[src/hw/rtl/hte_pkg.sv]
// ----------------------------------------------------------------------------
// hte_pkg
// Widths, register indexes and the types shared by the transfer error blocks.
// ----------------------------------------------------------------------------
package hte_pkg;

   localparam int COORD_WIDTH = 24;
   localparam int COEF_WIDTH  = 21;
   localparam int CFG_WIDTH   = 63;
   localparam int NUM_ROWS    = 3;

   localparam int CSR_IDX_W = 2;
   localparam logic [CSR_IDX_W-1:0] CSR_ROW_ZERO = 2'd0;
   localparam logic [CSR_IDX_W-1:0] CSR_ROW_ONE  = 2'd1;
   localparam logic [CSR_IDX_W-1:0] CSR_ROW_TWO  = 2'd2;

   // homogeneous 1 in coordinate fraction bits
   localparam int ONE_SHIFT = 8;

   localparam int PROD_W = COEF_WIDTH + COORD_WIDTH;
   localparam int MAG_W  = COEF_WIDTH + COORD_WIDTH;
   localparam int W_W    = MAG_W + 1;

   // quotient: 39 integer bits below saturation, 12 fraction bits
   localparam int QUOT_FRAC = 12;
   localparam int QUOT_W    = 51;
   localparam int DVD_W     = QUOT_W + MAG_W;
   localparam int DIV_LAT   = QUOT_W + 1;

   localparam int DST_SHIFT = 4;
   localparam int PROJ_W    = QUOT_W + 2;
   localparam int DSH_W     = COORD_WIDTH + DST_SHIFT;
   localparam int EDIFF_W   = ((PROJ_W > DSH_W) ? PROJ_W : DSH_W) + 1;
   localparam int EMAG_W    = 31;
   localparam int SQ_W      = 2 * EMAG_W;
   localparam int SUM_W     = SQ_W + 1;
   localparam int ERR_SHIFT = 9;
   localparam int SH_W      = SUM_W - ERR_SHIFT;
   localparam int ERR_WIDTH = 48;
   localparam logic [ERR_WIDTH-1:0] ERR_MAX = '1;

   localparam int MAP_LAT = 3;
   localparam int ERR_LAT = 5;
   localparam int LATENCY = MAP_LAT + DIV_LAT + ERR_LAT;

   typedef logic [NUM_ROWS-1:0][CFG_WIDTH-1:0] rows_type;

   typedef struct packed {
      logic                             valid;
      logic [1:0][MAG_W-1:0]            num;
      logic [MAG_W-1:0]                 den;
      logic [1:0]                       neg;
      logic                             degen;
      logic [1:0][COORD_WIDTH-1:0]      dst;
   } map_out_type;

   typedef struct packed {
      logic [1:0]                       neg;
      logic                             degen;
      logic [1:0][COORD_WIDTH-1:0]      dst;
   } side_type;

   typedef struct packed {
      logic [QUOT_W-1:0]                quot;
      logic                             sat;
   } quot_type;

   typedef struct packed {
      logic                             valid;
      logic [1:0][QUOT_W-1:0]           quot;
      logic [1:0]                       sat;
      logic [1:0]                       neg;
      logic                             degen;
      logic [1:0][COORD_WIDTH-1:0]      dst;
   } err_in_type;

endpackage

[src/hw/rtl/hte_error.sv]
// ----------------------------------------------------------------------------
// hte_error
// Signs the projected point, subtracts the destination, squares and sums the
// components, and saturates the half squared error. Five register stages.
// ----------------------------------------------------------------------------
module hte_error (
   input  logic                              clock,
   input  logic                              reset,
   input  hte_pkg::err_in_type               err_in,
   output logic                              out_valid,
   output logic [hte_pkg::ERR_WIDTH-1:0]     half_sq_error,
   output logic                              degenerate
);

   logic signed [hte_pkg::PROJ_W-1:0]      proj_ff [2];
   logic signed [hte_pkg::COORD_WIDTH-1:0] dst_ff  [2];
   logic signed [hte_pkg::EDIFF_W-1:0]     diff_ff [2];
   logic [hte_pkg::EMAG_W-1:0]             amag_ff [2];
   logic [hte_pkg::SQ_W-1:0]               sq_ff   [2];
   logic [1:0]                             big_in;
   logic [1:0]                             big_ff;
   logic [1:0]                             big_d_ff;
   logic [hte_pkg::ERR_LAT-1:0]            degen_ff;
   logic [hte_pkg::ERR_LAT-1:0]            vld_ff;
   logic [hte_pkg::SUM_W-1:0]              sum;
   logic [hte_pkg::SH_W-1:0]               shifted;
   logic                                   clip;
   logic [hte_pkg::ERR_WIDTH-1:0]          err_in_val;
   logic [hte_pkg::ERR_WIDTH-1:0]          err_ff;

   for (genvar l = 0; l < 2; l++) begin : g_lane
      logic [hte_pkg::PROJ_W-1:0]         m;
      logic [hte_pkg::PROJ_W-1:0]         proj_in;
      logic signed [hte_pkg::EDIFF_W-1:0] diff_in;
      logic [hte_pkg::EDIFF_W-1:0]        amag;
      logic [hte_pkg::SQ_W-1:0]           sq_in;

      assign m = err_in.sat[l] ? (hte_pkg::PROJ_W'(1) << hte_pkg::QUOT_W)
                               : hte_pkg::PROJ_W'(err_in.quot[l]);
      assign proj_in = err_in.neg[l] ? (~m + 1'b1) : m;

      assign diff_in = hte_pkg::EDIFF_W'(proj_ff[l])
                     - (hte_pkg::EDIFF_W'(dst_ff[l]) <<< hte_pkg::DST_SHIFT);

      assign amag = diff_ff[l][hte_pkg::EDIFF_W-1] ? hte_pkg::EDIFF_W'(-diff_ff[l])
                                                   : hte_pkg::EDIFF_W'(diff_ff[l]);
      assign big_in[l] = |amag[hte_pkg::EDIFF_W-1:hte_pkg::EMAG_W];

      assign sq_in = hte_pkg::SQ_W'(amag_ff[l]) * hte_pkg::SQ_W'(amag_ff[l]);

      always_ff @(posedge clock) begin
         proj_ff[l] <= signed'(proj_in);
         dst_ff[l]  <= signed'(err_in.dst[l]);
         diff_ff[l] <= diff_in;
         amag_ff[l] <= amag[hte_pkg::EMAG_W-1:0];
         sq_ff[l]   <= sq_in;
      end
   end

   assign sum     = hte_pkg::SUM_W'(sq_ff[0]) + hte_pkg::SUM_W'(sq_ff[1]);
   assign shifted = sum[hte_pkg::SUM_W-1:hte_pkg::ERR_SHIFT];
   assign clip    = degen_ff[hte_pkg::ERR_LAT-2] | (|big_d_ff)
                  | (|shifted[hte_pkg::SH_W-1:hte_pkg::ERR_WIDTH]);
   assign err_in_val = clip ? hte_pkg::ERR_MAX : shifted[hte_pkg::ERR_WIDTH-1:0];

   always_ff @(posedge clock) begin
      // range flags are formed at the third stage and ride one more to meet the squares
      big_ff   <= big_in;
      big_d_ff <= big_ff;
      degen_ff <= {degen_ff[hte_pkg::ERR_LAT-2:0], err_in.degen};
      err_ff   <= err_in_val;
   end

   always_ff @(posedge clock) begin
      if (reset) begin
         vld_ff <= '0;
      end else begin
         vld_ff <= {vld_ff[hte_pkg::ERR_LAT-2:0], err_in.valid};
      end
   end

   assign out_valid     = vld_ff[hte_pkg::ERR_LAT-1];
   assign half_sq_error = err_ff;
   assign degenerate    = degen_ff[hte_pkg::ERR_LAT-1];

endmodule

[config.mk]
export PLATFORM = sky130hd
export DESIGN_NAME = hte_error
export DESIGN_NICKNAME = d
export VERILOG_FILES = /design/src/hw/rtl/hte_pkg.sv /design/src/hw/rtl/hte_error.sv
export SDC_FILE = /design/constraint.sdc
export NUM_CORES = 2
export LEC_CHECK = 0
export BUFFER_PORTS_ARGS = -buffer_cell sky130_fd_sc_hd__buf_2
export CORE_MARGIN = 1
export CORE_UTILIZATION = 40
export CTS_BUF_LIST = sky130_fd_sc_hd__clkbuf_8
export CTS_CLUSTER_SIZE = 24
export DETAILED_ROUTE_END_ITERATION = 8
export GPL_ROUTABILITY_DRIVEN = 0
export GPL_TIMING_DRIVEN = 1
export SYNTH_ARGS = -nofsm -noshare
export SYNTH_HDL_FRONTEND = slang
export SYNTH_SLANG_ARGS = --single-unit
[constraint.sdc]
create_clock -name clock -period 8.3 [get_ports clock]
set_input_delay 0 -clock clock [delete_from_list [all_inputs] [get_ports clock]]
set_output_delay 0 -clock clock [all_outputs]
set_load 0.03 [all_outputs]
==> impl_metrics.tcl <==
set metrics [dict create \
    yosysWarnings 0 \
    path_buf_inv 7 \
    synth_ff_type "dfxtp_1" \
    rr_startpoint "amag_ff[0][9]$_DFF_P_" \
    holdWs_ns 0.140 \
    setup_tns_ns 0 \
    dieArea_sq_mm 0.199 \
    syn_nets 11000 \
    antenna_left 0 \
    synth_edf_count 0 \
    via_count 60400 \
    setup.worst_path.start "amag_ff[0][9]$_DFF_P_" \
    end_kind "register" \
    die_w_um 446 \
    hold_viol_final 0 \
    hold_depth 4 \
    fmax_mhz 126 \
    slew_headroom_pct 32.6 \
    boundaryPins 208 \
    synth_cells 8655 \
    whs_endpoint "proj_ff[0][94]$_DFF_P_" \
    numCtsBuffers 93 \
    start_util_pct 40.4 \
    start_kind "register" \
    cts.sinks 506 \
    drt_wl_total_um 211000 \
    post-route-period-util_pct 95.8 \
    cp_max_fo 14 \
    h-tree-depth 3 \
    min_from "err_in[145]" \
    num-fill-cells 18500 \
    track_usage_pct 21.8 \
    fin_worst_skew_ns 0.0355 \
    die_h_um 446 \
    drive_gt1_share_pct 6.95 \
    antenna_found_initial 4 \
    clock-root-buffer "clkbuf_8" \
    vias_per_cell 5.04 \
    r2r_end "sq_ff[0][48]$_DFF_P_" \
    row_count 162 \
    period_minus_slack_ns 7.95 \
    rr_worst_depth 28 \
    drv_slew 0 \
    slowest_stage "fa_1" \
    final_nets 11600 \
    grt_pass1_wl_um 345000 \
    hp-class "in2reg" \
    setup_viol 0 \
    first_iter_violations 3556 \
    cpLargestDelayFamily "adder cells" \
    rsz0062_at_grt "false" \
    max_stage_delay_ns 0.54 \
    dp_hpwl_um 173000 \
    async_flop_share_pct 0 \
    synth_area_per_cell_sq_um 9.12 \
    io_buffer_count 207 \
    grt_max_degree 62 \
    cts_tree "done" \
    ys_types 84 \
    cp.arrival_ns 8.66 \
    grt_pass1_vias 65900 \
    mostFrequentLayoutCells "inv_1, fa_1, nand2_1" \
    final_common_cell "inv_1" \
    area_growth_pct 14.6 \
    reg2reg_slack_ns 0.35 \
    dr.pass1.iters 6 \
    clock_latency_ns 0.85 \
    path_clk_slew_ns 0.06 \
    netlist_area_sq_mm 0.0789 \
    worstPathRequired_ns 9.01 \
    outcome "complete, no violations" \
    worst_slew_pin_slew_ns 1.01 \
    core_sq_mm 0.195 \
    crit_top_cell "fa_1" \
    drc 0 \
    ys_seq_area_share_pct 12.8 \
    critical_path_class "reg2reg" \
    clk_path_buf_depth 3 \
    wire_per_inst_um 17.6 \
    synth_seq_cells 506 \
    grt_remaining_overflow 0 \
    drv_cap 0 \
]
area by class of cell:
class	count	area [sq um]	area share, %
clock inverter	57	541	0.598
inverter	1953	7330	8.11
clock buffer	118	1620	1.80
sequential	506	10200	11.2
tap	2624	3280	3.63
antenna	4	10.0	0.0111
multi-input combinational	5885	60300	66.7
timing repair buffer	849	7130	7.88
layer usage:
metal	wire, um	track usage [%]	up-vias
li1	-	-	28100
met1	88200	27.5	30200
met2	104000	37.8	1663
met3	10200	2.52	440
met4	9170	8.93	0
met5	0	0	-
repair_timing:
item                       CTS  global route
hold buffers               441             0
buffers inserted             0             1
gates resized for setup      2            37
setup endpoints to repair    2            25
hold endpoints to repair   160             0
worst max-delay path by stage:
stage / endpoint / cells past startpoint
floorplan: sq_ff[0][122]$_DFF_P_ / 26
global placement: sq_ff[0][122]$_DFF_P_ / 24
detailed placement: sq_ff[0][122]$_DFF_P_ / 22
CTS: sq_ff[0][118]$_DFF_P_ / 25
global route: sq_ff[0][59]$_DFF_P_ / 29
finish: sq_ff[0][48]$_DFF_P_ / 28
worst reg2reg max path, delay by kind of cell, from the launching register on:
family | cells | cell delay [ns]
adders and majority gates | 9 | 4.03
xor gates and xnor gates | 1 | 0.15
AOI/OAI and AO/OA | 5 | 1.12
DFF | 1 | 0.44
and+or+nand+nor | 6 | 1.36
buffers and inverters | 7 | 0.74
cells in the mapped netlist (17+ instances only):
cell type / number / area [sq um]
o21bai_1: 61 / 458
nand3_1: 61 / 305
or2_2: 17 / 106
nor2b_1: 83 / 519
o21ai_0: 218 / 1090
dfxtp_1: 506 / 10100
nand2_1: 832 / 3120
or4_1: 22 / 165
o21a_1: 27 / 203
fa_1: 1498 / 30000
clkbuf_1: 301 / 1130
xor2_1: 143 / 1250
nand2b_1: 39 / 244
a21o_1: 169 / 1270
xnor2_1: 271 / 2370
or3_1: 39 / 244
o41ai_1: 21 / 184
a31oi_1: 46 / 288
and3_1: 32 / 200
inv_1: 1951 / 7320
and2_1: 398 / 2490
a31o_2: 20 / 175
nor2_1: 330 / 1240
nor4_1: 30 / 188
a21oi_1: 341 / 1710
o31ai_1: 58 / 435
a211oi_1: 39 / 293
ha_1: 699 / 8750
nand4_1: 62 / 388
nor3_1: 83 / 415
sequential cells by signal (all words and copies together), names as in the netlist:
name and flops:
sq_ff 120, diff_ff 108, proj_ff 106, amag_ff 62, dst_ff 48, half_sq_error 48
degen_ff 5, vld_ff 5, big_d_ff 2, big_ff 2
stage by stage:
step | worst slack [ns] | std cells | util [%] | instance area (sq um)
after floorplan | 0.561 | 8655 | - | 78900
after global placement | 0.112 | 11400 | 42.8 | 83700
after global routing | 0.00216 | 12000 | 46.3 | 90400
final | 0.349 | 12000 | 46.3 | 90400
after detailed placement | 0.0210 | 11400 | 42.8 | 83700
after CTS | 0.0324 | 12000 | 46.2 | 90300
cells by family (layout without fill, tap and decap cells):
family / count (synthesis) / count (layout) / share of synthesized area, %
buf+inv: 2264 / 2977 / 10.8
fa+ha+maj: 2197 / 2197 / 49.1
simple gates: 2085 / 2085 / 12.8
compound gates: 1166 / 1166 / 9.57
flops: 506 / 506 / 12.8
xor+xnor: 414 / 414 / 4.60
mux: 23 / 23 / 0.304
other cells: 0 / 4 / 0
Power is left out: the tool's default activity adds up to more than one toggle a clock period on the data nets, which glitch-free logic cannot reach.
